### config.mk
export PLATFORM = sky130hd
export DESIGN_NAME = job_admission_resource_scheduler
export DESIGN_NICKNAME = d
export VERILOG_FILES = /design/src/design/jars_pkg.sv /design/src/design/job_admission_resource_scheduler.sv /design/src/design/jars_ram.sv
export SDC_FILE = /design/constraint.sdc
export NUM_CORES = 2
export LEC_CHECK = 0
export BUFFER_PORTS_ARGS = -buffer_cell sky130_fd_sc_hd__buf_2
export CORE_ASPECT_RATIO = 0.8
export CORE_UTILIZATION = 55
export DETAILED_ROUTE_END_ITERATION = 10
export PLACE_DENSITY = 0.73
export SYNTH_ARGS = -nofsm -noshare
export SYNTH_HDL_FRONTEND = slang
export SYNTH_SLANG_ARGS = --single-unit
### constraint.sdc
create_clock -name clk -period 7.9 [get_ports clk]
set_input_delay 0.395 -clock clk [delete_from_list [all_inputs] [get_ports clk]]
set_output_delay 0.395 -clock clk [all_outputs]
set_load 0.02 [all_outputs]
### src/design/jars_pkg.sv
// package for the job admission resource scheduler: types, constants, codes
`default_nettype none
package jars_pkg;
	localparam int MaxJobs = 32;
	localparam int HoldDepth = 32;
	localparam int SlotW = $clog2(MaxJobs);
	localparam int HoldW = $clog2(HoldDepth);
	localparam int CntW = 6;

	typedef enum logic [1:0] {
		REQ_NEW = 2'd0,
		REQ_DEVICE = 2'd1,
		REQ_RELEASE = 2'd2,
		REQ_UNKNOWN = 2'd3
	} req_kind_t;

	typedef enum logic [3:0] {
		OC_REJECTED = 4'd0,
		OC_HELD_SORTED = 4'd1,
		OC_HELD_FIFO = 4'd2,
		OC_READY = 4'd3,
		OC_BAD_PRIORITY = 4'd4,
		OC_GRANTED = 4'd5,
		OC_REQ_IGNORED = 4'd6,
		OC_RELEASED = 4'd7,
		OC_REL_IGNORED = 4'd8,
		OC_TABLE_FULL = 4'd9,
		OC_UNKNOWN_JOB = 4'd10
	} outcome_t;

	typedef enum logic [2:0] {
		ST_REJECTED = 3'd0,
		ST_HELD = 3'd1,
		ST_READY = 3'd2,
		ST_TERMINATED = 3'd3,
		ST_NONE = 3'd4
	} job_status_t;

	typedef enum logic [1:0] {
		CFG_TOTAL_MEMORY = 2'd0,
		CFG_TOTAL_DEVICES = 2'd1
	} cfg_index_t;

	localparam logic [1:0] PRI_SORTED = 2'd1;
	localparam logic [1:0] PRI_FIFO = 2'd2;

	typedef enum logic [3:0] {
		S_IDLE,
		S_FIND_RD,
		S_FIND_CMP,
		S_SRT_RD,
		S_SRT_CMP,
		S_SHIFT_RD,
		S_SHIFT_WR,
		S_SRT_INS,
		S_FINISH
	} fsm_state_t;

	typedef struct packed {
		logic [1:0] req_type;
		logic [7:0] job_id;
		logic [9:0] mem_units;
		logic [7:0] max_demand;
		logic [15:0] run_time;
		logic [1:0] job_priority;
		logic [7:0] num_devices;
	} cmd_t;

	typedef struct packed {
		logic [3:0] outcome;
		logic [9:0] free_memory;
		logic [7:0] free_devices;
		logic [5:0] hold_sorted_count;
		logic [5:0] hold_fifo_count;
		logic [4:0] hold_position;
	} result_t;

	// job table row: id, mem, demand, granted, status
	typedef struct packed {
		logic [7:0] id;
		logic [9:0] mem;
		logic [7:0] demand;
		logic [7:0] granted;
		logic [2:0] status;
	} job_entry_t;

	typedef struct packed {
		logic [15:0] run_time;
		logic [SlotW-1:0] slot;
	} sorted_entry_t;
endpackage
`default_nettype wire

### src/design/job_admission_resource_scheduler.sv
// top level of the job admission resource scheduler
`default_nettype none
// One command at a time: start is taken when busy is low, and the single result
// appears on result with done high for one cycle; the receiver cannot stall it.
// A new job that becomes ready, is rejected or goes to the fifo is settled in the finish state.
// Request and release walk the job table one entry at a time (one ram read
// and one compare state per entry) until the id matches or all n rows in the
// table have been read without a match.
// A priority-1 hold walks the sorted queue (a read and a compare state per
// entry up to the insertion point), then shifts the tail up one entry at a
// time (a read and a write state per entry) and writes the new entry at the
// insertion point through the single write port of that queue.
// Config writes load total and free counts and are only done while idle.
module job_admission_resource_scheduler
	import jars_pkg::*;
(
	input wire logic clk,
	input wire logic arst_n,
	input wire logic start,
	output logic busy,
	input wire cmd_t cmd,
	output logic done,
	output result_t result,
	input wire logic cfg_we,
	input wire logic [1:0] cfg_index,
	input wire logic [9:0] cfg_data
);
	fsm_state_t state_q, state_d;
	cmd_t cmd_q;
	logic [9:0] total_mem_q, avail_mem_q;
	logic [7:0] total_dev_q, avail_dev_q;
	logic [CntW-1:0] job_count_q, srt_len_q, fifo_len_q;
	logic [CntW-1:0] idx_q;
	logic [3:0] outcome_q;
	logic [HoldW-1:0] pos_q;
	logic done_q;

	// job table
	logic jt_we;
	logic [SlotW-1:0] jt_waddr, jt_raddr;
	job_entry_t jt_wdata, jt_rdata;
	// sorted hold queue
	logic sq_we;
	logic [HoldW-1:0] sq_waddr, sq_raddr;
	sorted_entry_t sq_wdata, sq_rdata;
	// fifo hold queue
	logic fq_we;

	jars_ram #(.Width($bits(job_entry_t)), .Depth(MaxJobs)) u_job_table (
		.clk(clk), .we(jt_we), .waddr(jt_waddr), .wdata(jt_wdata),
		.raddr(jt_raddr), .rdata(jt_rdata)
	);
	jars_ram #(.Width($bits(sorted_entry_t)), .Depth(HoldDepth)) u_sorted_q (
		.clk(clk), .we(sq_we), .waddr(sq_waddr), .wdata(sq_wdata),
		.raddr(sq_raddr), .rdata(sq_rdata)
	);
	logic [SlotW-1:0] fq_rdata;
	jars_ram #(.Width(SlotW), .Depth(HoldDepth)) u_fifo_q (
		.clk(clk), .we(fq_we), .waddr(fifo_len_q[HoldW-1:0]),
		.wdata(job_count_q[SlotW-1:0]), .raddr(fifo_len_q[HoldW-1:0]),
		.rdata(fq_rdata)
	);

	// a request is taken only when idle and no result is on the ports
	logic take;
	assign take = start && !done_q;

	// new-job classification from registered command
	logic table_full, too_big, fits, id_match;
	assign table_full = (job_count_q == CntW'(MaxJobs));
	assign too_big = (cmd_q.mem_units > total_mem_q) || (cmd_q.max_demand > total_dev_q);
	assign fits = (cmd_q.mem_units <= avail_mem_q);
	assign id_match = (jt_rdata.id == cmd_q.job_id);

	// adders for termination (memory) and release (devices), capped at total
	logic [10:0] mem_sum;
	logic [8:0] dev_sum;
	logic [7:0] grant;
	logic [7:0] dev_add;
	assign grant = (cmd_q.num_devices <= avail_dev_q) ? cmd_q.num_devices : avail_dev_q;
	// after granting and returning the grant, free devices are unchanged
	assign dev_add = (state_q == S_FIND_CMP && cmd_q.req_type == REQ_RELEASE)
		? cmd_q.num_devices : 8'd0;
	assign mem_sum = {1'b0, avail_mem_q} + {1'b0, jt_rdata.mem};
	assign dev_sum = {1'b0, avail_dev_q} + {1'b0, dev_add};

	// next state
	always_comb begin
		state_d = state_q;
		case (state_q)
			S_IDLE: begin
				if (take) begin
					case (cmd.req_type)
						REQ_NEW: state_d = S_FINISH;
						REQ_DEVICE, REQ_RELEASE: state_d = S_FIND_RD;
						default: state_d = S_FINISH;
					endcase
				end
			end
			S_FIND_RD: begin
				if (idx_q == job_count_q) begin
					state_d = S_IDLE;
				end else begin
					state_d = S_FIND_CMP;
				end
			end
			S_FIND_CMP: state_d = id_match ? S_IDLE : S_FIND_RD;
			S_SRT_RD: state_d = (idx_q == srt_len_q) ? S_SHIFT_RD : S_SRT_CMP;
			S_SRT_CMP: state_d = (sq_rdata.run_time <= cmd_q.run_time) ? S_SRT_RD : S_SHIFT_RD;
			S_SHIFT_RD: state_d = (idx_q == {1'b0, pos_q}) ? S_SRT_INS : S_SHIFT_WR;
			S_SHIFT_WR: state_d = S_SHIFT_RD;
			S_SRT_INS: state_d = S_IDLE;
			S_FINISH: state_d = S_IDLE;
			default: state_d = S_IDLE;
		endcase
		// new job that must go to the sorted queue leaves finish for the walk
		if (state_q == S_FINISH && cmd_q.req_type == REQ_NEW && !table_full && !too_big
			&& !fits && cmd_q.job_priority == PRI_SORTED && srt_len_q != CntW'(HoldDepth)) begin
			state_d = S_SRT_RD;
		end
	end

	// memory ports
	always_comb begin
		jt_raddr = idx_q[SlotW-1:0];
		sq_raddr = (state_q == S_SHIFT_RD) ? HoldW'(idx_q - 1'b1) : idx_q[HoldW-1:0];
		sq_we = 1'b0;
		sq_waddr = idx_q[HoldW-1:0];
		sq_wdata = sq_rdata;
		if (state_q == S_SHIFT_WR) begin
			sq_we = 1'b1;
		end else if (state_q == S_SRT_INS) begin
			sq_we = 1'b1;
			sq_waddr = pos_q;
			sq_wdata.run_time = cmd_q.run_time;
			sq_wdata.slot = job_count_q[SlotW-1:0] - 1'b1;
		end
		jt_we = 1'b0;
		jt_waddr = job_count_q[SlotW-1:0];
		jt_wdata.id = cmd_q.job_id;
		jt_wdata.mem = cmd_q.mem_units;
		jt_wdata.demand = cmd_q.max_demand;
		jt_wdata.granted = 8'd0;
		jt_wdata.status = ST_NONE;
		fq_we = 1'b0;
		if (state_q == S_FINISH && cmd_q.req_type == REQ_NEW && !table_full) begin
			if (too_big) begin
				jt_we = 1'b1;
				jt_wdata.status = ST_REJECTED;
			end else if (fits) begin
				jt_we = 1'b1;
				jt_wdata.status = ST_READY;
			end else if (cmd_q.job_priority == PRI_SORTED) begin
				jt_we = (srt_len_q != CntW'(HoldDepth));
				jt_wdata.status = ST_HELD;
			end else if (cmd_q.job_priority == PRI_FIFO) begin
				jt_we = (fifo_len_q != CntW'(HoldDepth));
				fq_we = jt_we;
				jt_wdata.status = ST_HELD;
			end else begin
				jt_we = 1'b1;
			end
		end else if (state_q == S_FIND_CMP && id_match && cmd_q.req_type == REQ_DEVICE
			&& jt_rdata.status == ST_READY && jt_rdata.demand < avail_dev_q) begin
			// termination writes back the matched row
			jt_we = 1'b1;
			jt_waddr = idx_q[SlotW-1:0];
			jt_wdata = jt_rdata;
			jt_wdata.granted = grant;
			jt_wdata.status = ST_TERMINATED;
		end
	end

	// registers
	always_ff @(posedge clk or negedge arst_n) begin
		if (!arst_n) begin
			state_q <= S_IDLE;
			total_mem_q <= '0;
			avail_mem_q <= '0;
			total_dev_q <= '0;
			avail_dev_q <= '0;
			job_count_q <= '0;
			srt_len_q <= '0;
			fifo_len_q <= '0;
			idx_q <= '0;
			done_q <= 1'b0;
			outcome_q <= OC_REQ_IGNORED;
			pos_q <= '0;
		end else begin
			state_q <= state_d;
			done_q <= 1'b0;
			if (cfg_we && state_q == S_IDLE) begin
				case (cfg_index)
					CFG_TOTAL_MEMORY: begin
						total_mem_q <= cfg_data;
						avail_mem_q <= cfg_data;
					end
					CFG_TOTAL_DEVICES: begin
						total_dev_q <= cfg_data[7:0];
						avail_dev_q <= cfg_data[7:0];
					end
					default: ;
				endcase
			end
			case (state_q)
				S_IDLE: begin
					if (take) begin
						idx_q <= '0;
						pos_q <= '0;
						outcome_q <= OC_REQ_IGNORED;
						cmd_q <= cmd;
						if (cmd.req_type == REQ_DEVICE || cmd.req_type == REQ_RELEASE) begin
							outcome_q <= OC_UNKNOWN_JOB;
						end
					end
				end
				S_FIND_RD: begin
					if (idx_q == job_count_q) begin
						done_q <= 1'b1;
					end
				end
				S_FIND_CMP: begin
					idx_q <= idx_q + 1'b1;
					if (id_match) begin
						done_q <= 1'b1;
						if (cmd_q.req_type == REQ_DEVICE) begin
							if (jt_rdata.status == ST_READY && jt_rdata.demand < avail_dev_q) begin
								outcome_q <= OC_GRANTED;
								avail_mem_q <= (mem_sum > {1'b0, total_mem_q})
									? total_mem_q : mem_sum[9:0];
								// grant returned at once, capped at total
								avail_dev_q <= (avail_dev_q > total_dev_q)
									? total_dev_q : avail_dev_q;
							end else begin
								outcome_q <= OC_REQ_IGNORED;
							end
						end else if (jt_rdata.status == ST_TERMINATED) begin
							outcome_q <= OC_RELEASED;
							avail_dev_q <= (dev_sum > {1'b0, total_dev_q})
								? total_dev_q : dev_sum[7:0];
						end else begin
							outcome_q <= OC_REL_IGNORED;
						end
					end
				end
				S_SRT_RD: begin
					if (idx_q == srt_len_q) begin
						pos_q <= idx_q[HoldW-1:0];
						idx_q <= srt_len_q;
					end
				end
				S_SRT_CMP: begin
					if (sq_rdata.run_time <= cmd_q.run_time) begin
						idx_q <= idx_q + 1'b1;
					end else begin
						pos_q <= idx_q[HoldW-1:0];
						idx_q <= srt_len_q;
					end
				end
				S_SHIFT_WR: idx_q <= idx_q - 1'b1;
				S_SRT_INS: begin
					srt_len_q <= srt_len_q + 1'b1;
					done_q <= 1'b1;
				end
				S_FINISH: begin
					if (cmd_q.req_type == REQ_NEW) begin
						if (table_full) begin
							outcome_q <= OC_TABLE_FULL;
							done_q <= 1'b1;
						end else if (too_big) begin
							outcome_q <= OC_REJECTED;
							job_count_q <= job_count_q + 1'b1;
							done_q <= 1'b1;
						end else if (fits) begin
							outcome_q <= OC_READY;
							avail_mem_q <= avail_mem_q - cmd_q.mem_units;
							job_count_q <= job_count_q + 1'b1;
							done_q <= 1'b1;
						end else if (cmd_q.job_priority == PRI_SORTED) begin
							if (srt_len_q == CntW'(HoldDepth)) begin
								outcome_q <= OC_TABLE_FULL;
								done_q <= 1'b1;
							end else begin
								outcome_q <= OC_HELD_SORTED;
								job_count_q <= job_count_q + 1'b1;
							end
						end else if (cmd_q.job_priority == PRI_FIFO) begin
							done_q <= 1'b1;
							if (fifo_len_q == CntW'(HoldDepth)) begin
								outcome_q <= OC_TABLE_FULL;
							end else begin
								outcome_q <= OC_HELD_FIFO;
								pos_q <= fifo_len_q[HoldW-1:0];
								fifo_len_q <= fifo_len_q + 1'b1;
								job_count_q <= job_count_q + 1'b1;
							end
						end else begin
							outcome_q <= OC_BAD_PRIORITY;
							job_count_q <= job_count_q + 1'b1;
							done_q <= 1'b1;
						end
					end else begin
						// unknown command
						outcome_q <= OC_REQ_IGNORED;
						done_q <= 1'b1;
					end
				end
				default: ;
			endcase
		end
	end

	// outputs
	always_comb begin
		busy = (state_q != S_IDLE) || done_q;
		done = done_q;
		result.outcome = outcome_q;
		result.free_memory = avail_mem_q;
		result.free_devices = avail_dev_q;
		result.hold_sorted_count = srt_len_q;
		result.hold_fifo_count = fifo_len_q;
		result.hold_position = (outcome_q == OC_HELD_SORTED || outcome_q == OC_HELD_FIFO)
			? 5'(pos_q) : 5'd0;
	end

	logic unused_fq;
	assign unused_fq = ^fq_rdata;
endmodule
`default_nettype wire

### src/design/jars_ram.sv
// generic single-port-write ram with registered read
`default_nettype none
module jars_ram #(
	parameter int Width = 8,
	parameter int Depth = 32
) (
	input wire logic clk,
	input wire logic we,
	input wire logic [$clog2(Depth)-1:0] waddr,
	input wire logic [Width-1:0] wdata,
	input wire logic [$clog2(Depth)-1:0] raddr,
	output logic [Width-1:0] rdata
);
	logic [Width-1:0] mem_q [Depth];

	always_ff @(posedge clk) begin
		if (we) begin
			mem_q[waddr] <= wdata;
		end
		rdata <= mem_q[raddr];
	end
endmodule
`default_nettype wire
# Word level (Yosys, flattened, before mapping)
# Memories as Yosys holds them, arrays and structs flattened. A register that Yosys moved wholly into a read port is not among the register bits.
# Cells that the tools add are included.
[word_totals] mem_bits_rw=1856 ff_bits=128 latchBits=0 romBits=0 in_bits=70 wordCells=228 mem_count=2
[mem_list] memory="u_job_table.mem_q" depth=32 word_bits=37 rd=1 rd_ports_with_merged_regs=1 write_ports=1 line_no="jars_ram.sv:14" rtl="logic [Width-1:0] mem_q [Depth];"
[mem_list] memory="u_sorted_q.mem_q" depth=32 word_bits=21 rd=1 rd_ports_with_merged_regs=1 write_ports=1 line_no="jars_ram.sv:14"
[op_classes] n_eq_ne=43 shift=0 n_reduce_logical=38 mux=103 bitwise_logic=5 n_lt_le_gt_ge=9 n_div=0 n_mul=0 addsub=9
[ops] operator="10-bit two-way mux" count=10
[ops] operator="8-bit two-way mux" count=11
[ops] operator="5-bit two-way mux" count=16
[ops] operator="4-bit two-way mux" count=16
[ops] operator="6-bit two-way mux" count=9
[ops] operator="21-bit two-way mux" count=2
[ops] operator="37-bit two-way mux" count=1
[ops] operator="34-bit two-way mux" count=1
[ops] operator="6-bit case mux with 5 select lines" count=1
[ops] operator="4-bit case mux with 7 select lines" count=1
[ops] operator="6-bit by 1-bit adder with 6-bit output, second input constant" count=4
[ops] operator="1-bit two-way mux" count=23
[ops] operator="10-bit case mux with 2 select lines" count=1
[ops] operator="5-bit case mux with 4 select lines" count=1
[ops] operator="6-bit == test, second input constant" count=3
[ops] operator="3-bit two-way mux" count=6
[ops] operator="2-bit != test, second input constant" count=9
[ops] operator="4-bit by 3-bit == test with 1-bit output, second input constant" count=4
[ops] operator="8-bit > comparator" count=2
[ops] operator="16-bit <= comparator" count=1
[ops] operator="1-bit logical AND" count=14
[ops] operator="4-bit by 2-bit == test with 1-bit output, second input constant" count=3
[ops] operator="6-bit == test" count=2
[ops] operator="6-bit != test, second input constant" count=2
[ops] operator="40 further kinds" count=64

# Logic depth before layout (Yosys ltp)
[logic_depth] depth_word=10 mapped_depth=18 mapped_depth_nobuf=18

# Hierarchy
# Synthesis repeated with hierarchy kept, for this count alone.
[unflattened] cells_unflattened=5259 hier_area_um2=83799.1
[by_module_without_submodules] mod="jars_ram at u_job_table" cells_each=2605 instances=1 area_per_inst_um2=46847.4 seq_area_each_um2=36294.8
[by_module_without_submodules] mod="jars_ram at u_sorted_q" cells_each=1481 instances=1 area_per_inst_um2=26751.9 seq_area_each_um2=20599.8
[by_module_without_submodules] mod="job_admission_resource_scheduler" cells_each=1173 instances=1 area_per_inst_um2=10199.8 seq_area_each_um2=3475.8

# Worst setup path after synthesis
# OpenSTA, ideal clock, no wires.
[synth_path] path_kind="register -> register" start="register avail_dev_q[2]" end="memory u_job_table.mem_q[0][0] (netlist name), enable pin" t_required_ns=7.485 setup_slack_ns=3.938 stages_incl_launch_ff=12 t_arrival_ns=3.547 setup_time_ns=0.415 path_cell_list="dfrtp_1 > inv_1 > ha_1 > a211oi_1 > o21ai_0 > a211oi_2 > and3_1 > clkbuf_1 > buf_2 > nand2_1 > o31a_1 > nor2_1"
[synth_between] elab_chain_cells=6 word_cells_on_any_way=8 cone_classes="order compare: 1; mux: 6; reduce/logical: 1"
[synth_lines] element="from (decl)" line_no="job_admission_resource_scheduler.sv:31" rtl="logic [7:0] total_dev_q, avail_dev_q;"
[synth_lines] element="from (signal assigned)" line_no="job_admission_resource_scheduler.sv:200" rtl="avail_dev_q <= cfg_data[7:0];"
[synth_lines] element="from (signal assigned)" line_no="job_admission_resource_scheduler.sv:232" rtl="avail_dev_q <= (avail_dev_q > total_dev_q)"
[synth_lines] element="from (signal assigned)" line_no="job_admission_resource_scheduler.sv:239" rtl="avail_dev_q <= (dev_sum > {1'b0, total_dev_q})"
[synth_lines] element="8-bit < comparator (*)" line_no="job_admission_resource_scheduler.sv:164" rtl="&& jt_rdata.status == ST_READY && jt_rdata.demand < avail_dev_q) begin"
[synth_lines] element="1-bit logical AND (*)" line_no="job_admission_resource_scheduler.sv:164"
[synth_lines] element="1-bit two-way mux" line_no="job_admission_resource_scheduler.sv:163" rtl="end else if (state_q == S_FIND_CMP && id_match && cmd_q.req_type == REQ_DEVICE"
[synth_lines] element="1-bit two-way mux" line_no="job_admission_resource_scheduler.sv:146" rtl="if (state_q == S_FINISH && cmd_q.req_type == REQ_NEW && !table_full) begin"
[synth_lines] element="1-bit two-way mux" line_no="jars_ram.sv:17" rtl="if (we) begin"
[synth_lines] element="1-bit two-way mux (not written as such)" line_no="jars_ram.sv:18" rtl="mem_q[waddr] <= wdata;"
[synth_lines] element="to (decl)" line_no="jars_ram.sv:14"
# Mark *: on every way between the ends. The rest lies on a longest branch, timed or not.

# Worst setup path after layout
[layout_path] start="register state_q[3]" end="register avail_dev_q[7]"
[layout_between] elab_chain_cells=10 word_cells_on_any_way=15 cone_classes="add/sub: 1; order compare: 1; eq/ne: 2; mux: 8; reduce/logical: 3"
[layout_lines] element="from (decl)" line_no="job_admission_resource_scheduler.sv:28" rtl="fsm_state_t state_q, state_d;"
[layout_lines] element="from (signal assigned)" line_no="job_admission_resource_scheduler.sv:190" rtl="state_q <= state_d;"
[layout_lines] element="4-bit by 2-bit == test with 1-bit output" line_no="job_admission_resource_scheduler.sv:82, job_admission_resource_scheduler.sv:205"
[layout_lines] element="1-bit logical AND" line_no="job_admission_resource_scheduler.sv:82" rtl="assign dev_add = (state_q == S_FIND_CMP && cmd_q.req_type == REQ_RELEASE)"
[layout_lines] element="8-bit two-way mux" line_no="job_admission_resource_scheduler.sv:83" rtl="? cmd_q.num_devices : 8'd0;"
[layout_lines] element="8-bit by 8-bit adder with 9-bit output" line_no="job_admission_resource_scheduler.sv:85" rtl="assign dev_sum = {1'b0, avail_dev_q} + {1'b0, dev_add};"
[layout_lines] element="9-bit by 8-bit > comparator with 1-bit output" line_no="job_admission_resource_scheduler.sv:239"
[layout_lines] element="8-bit two-way mux" line_no="job_admission_resource_scheduler.sv:240" rtl="? total_dev_q : dev_sum[7:0];"
[layout_lines] element="8-bit two-way mux" line_no="job_admission_resource_scheduler.sv:237" rtl="end else if (jt_rdata.status == ST_TERMINATED) begin"
[layout_lines] element="8-bit two-way mux" line_no="job_admission_resource_scheduler.sv:226" rtl="if (cmd_q.req_type == REQ_DEVICE) begin"
[layout_lines] element="8-bit two-way mux" line_no="job_admission_resource_scheduler.sv:224" rtl="if (id_match) begin"
[layout_lines] element="8-bit two-way mux" line_no="job_admission_resource_scheduler.sv:205" rtl="case (state_q)"
# Several ways; a longest one is shown, not always the timed one.
# A chain may end at the register's enable or synchronous reset.

==> impl_metrics.tcl <==
set metrics [dict create \
    use_met2_pct 37.4 \
    grt_pass1_wl_um 234000 \
    p_per_area_mw_per_mm2 313 \
    drt_first_iter_violations 4301 \
    synth_cell_types 87 \
    async_flop_share_pct 4.59 \
    cts.sinks 1613 \
    vias 35300 \
    clk_latency_ps 810 \
    clock_path_buffers 3 \
    core_area_mm2 0.119 \
    synth.cell_area_mm2 0.0661 \
    seq_area_mm2 0.0476 \
    wl_per_cell_um 29.4 \
    antenna_found_initial 13 \
    crit_arrival_ps 6360 \
    vias_per_cell 6.44 \
    timing.rr.start "state_q[3]" \
    rsz0062_at_grt "false" \
    tightest_slew_ps 1290 \
    die_x_um 390 \
    area_growth_pct 13.1 \
    critPathCaptureType "flop" \
    synth_most_common_cell "edfxtp_1" \
    final_core_util_pct 62.9 \
    crit_top_cell "a21oi_1" \
    nets 3920 \
    cts.clk_slew.worst_paths_ps 70 \
    critPathKind "reg -> reg" \
    rows 113 \
    wirelength_um 161000 \
    power.total_mw 23.4 \
    crit_path_max_incr_delay_ps 790 \
    final_max_slew_viol_count 0 \
    critPathSlowestCell "nor3b_1" \
    synth_edf_count 1494 \
    place_area_mm2 0.0692 \
    fillCellCount 7987 \
    reg2reg_depth 17 \
    cts_made_buffers 151 \
    portBuffers 110 \
    grt_max_degree 129 \
    critPathRequiredTime_ps 8570 \
    rr_endpoint "avail_dev_q[7]" \
    tns_ps 0 \
    die_area_mm2 0.122 \
    cp_max_fo 23 \
    gr-max-usage-layer "met1" \
    ctsResizeCount 0 \
    fin_crit_ps 5700 \
    gp_congestion 0.893 \
    path_cells "nor2_1, nand3b_1, nor3b_1, and2_1, ha_1, a211oi_1, o21bai_1, a211oi_1, a21oi_1, ha_1, a21o_1, a21oi_1, a31oi_1, a2111o_1, a21boi_1, o221a_2, a21oi_1" \
    status "finished, final reports clean" \
    finalHoldViolations 0 \
    netlist_instances 3476 \
    grtUsageMet1_pct 41.0 \
    final.setup_skew_ps 41.1 \
    cts_setup_buffers 0 \
    io_pins 111 \
    maxCapViolCount 0 \
    yosysSeqAreaShare_pct 72.0 \
    yosysWarnings 0 \
    slew_headroom_pct 13.6 \
    die_y_um 312 \
    synth_top_area_share_pct 67.9 \
    fin_cells 5477 \
    dpl.hpwl_um 94400 \
    final_cell_area_mm2 0.0748 \
    drc_errors 0 \
    synth_area_per_cell_um2 19.0 \
    drive_above_1_share_pct 25.8 \
    antenna_left 0 \
    grt_overflow 0 \
    multiInputGateArea_mm2 0.0178 \
    cts-htree-levels 4 \
    dp_cells 5134 \
    setup-violations-final 0 \
    start_util_pct 55.6 \
    start_kind "flop" \
    cts_tree "yes" \
    hp-class "in -> async" \
    r2r_slack_ps 2200 \
    fmax_mhz 176 \
    use_met3_pct 8.42 \
    ir_drop_mv 0.262 \
    synth_common_cells "edfxtp_1, mux4_2, nand2_1" \
    grt_pass1_vias 34200 \
    ys_ff_latch 1613 \
    yosys_most_used_dff "edfxtp_1" \
    grt_use_total_pct 26.8 \
    syn_nets 3654 \
    root_buffer "clkbuf_16" \
    period_share_pct 72.1 \
    p_leak_nw 24.5 \
    drt_pre_antenna_iters 6 \
    yosysTopAreaCell "edfxtp_1" \
    netlist_top_cells_area "edfxtp_1, mux4_2, dfrtp_1, ha_1, dfxtp_1" \
]
[kinds of logic (layout without fill, tap and decap cells)]
family / Yosys count / after routing / synth area share (%)
muxes: 512 / 512 / 15.8
adders and majority gates: 108 / 108 / 2.08
xor gates and xnor gates: 66 / 66 / 0.886
DFF: 1613 / 1613 / 72.0
and+or+nand+nor: 604 / 604 / 4.31
buffers and inverters: 253 / 638 / 1.69
AOI/OAI and AO/OA: 320 / 320 / 3.26
other: 0 / 6 / 0
[sequential cells by signal, indices dropped and copies added (netlist names), 6 cells and up]
signal and count:
avail_mem_q 10, fifo_len_q 6, cmd_q 54, total_dev_q 8, u_sorted_q.mem_q 512, u_job_table.rdata 29, u_job_table.mem_q 928, u_sorted_q.rdata 16
avail_dev_q 8, idx_q 6, srt_len_q 6, job_count_q 6, total_mem_q 10
[through the flow]
| stage | hold WS, ps | setup slack (ps) |
|---|---|---|
| floorplan | 99.4 | 3940 |
| global placement | 323 | 2520 |
| detailed placement | 324 | 2340 |
| CTS | 16.0 | 2290 |
| global route | 52.4 | 1730 |
| finish | 54.7 | 2200 |
[layout by cell type (no fill, tap or decap), types with 16 or more instances in the layout]
master	instances
a21o_1	23
nor2_4	32
nand3_1	63
clkinv_1	30
buf_4	104
and3_1	24
nor2_1	87
nand4_1	21
a21oi_1	51
nand2_1	238
nor3_1	29
mux2i_1	40
nand2b_1	23
ha_1	105
and2_1	17
nor2b_1	16
mux2_2	48
a32oi_1	20
o21ai_2	23
dlygate4sd3_1	65
mux4_2	418
inv_1	83
xor2_1	24
clkinv_2	24
clkbuf_16	155
dfxtp_1	45
buf_2	109
edfxtp_1	1494
o21ai_0	52
dfrtp_1	67
xnor2_1	39
clkbuf_1	29
a31oi_1	19
[how the worst max path moves through the flow]
stage,start,endpoint,slack [ps],cells past startpoint
floorplan,avail_dev_q[2],u_job_table.mem_q[0][0],3940,11
global placement,cmd_q[46],u_job_table.mem_q[19][35],2520,7
detailed placement,state_q[3],avail_dev_q[7],2340,17
CTS,state_q[3],avail_dev_q[7],2290,17
global route,state_q[3],avail_dev_q[7],1730,17
finish,state_q[3],avail_dev_q[7],2200,17
[per-layer routing]
layer  share of wire [%]  vias up
li1                    -    14700
met1                  42    18300
met2                  43     2067
met3                  13      226
met4                 2.4        6
met5               0.033        -
[critical path: cells and delay by family (launching register included)]
kind / cells / cell delay (ps)
fa+ha+maj: 2 / 610
compound gates: 11 / 2520
simple gates: 4 / 1810
flops: 1 / 630
[cell type report]
type,instances,area share (%)
Timing Repair Buffer,282,2.75
Sequential cell,1613,63.7
Clock inverter,82,1.07
Multi-Input combinational cell,1610,23.9
Inverter,84,0.422
Clock buffer,190,5.44
Tap cell,1610,2.69
Antenna cell,6,0.0201
[what timing repair did]
item / CTS / global route
hold endpoints to repair: 100 / 0
endpoints found under the setup margin: 0 / 0
hold buffers: 65 / 0
[report_power, final]
group	switching [mW]	internal [mW]	leakage, nW	total (mW)
logic	3.45	2.15	7.31	5.61
clock network	3.22	3.93	2.36	7.15
registers	0.462	10.2	14.8	10.6
total	7.14	16.3	24.5	23.4
Note: power is estimated with default switching activity, not from simulation.
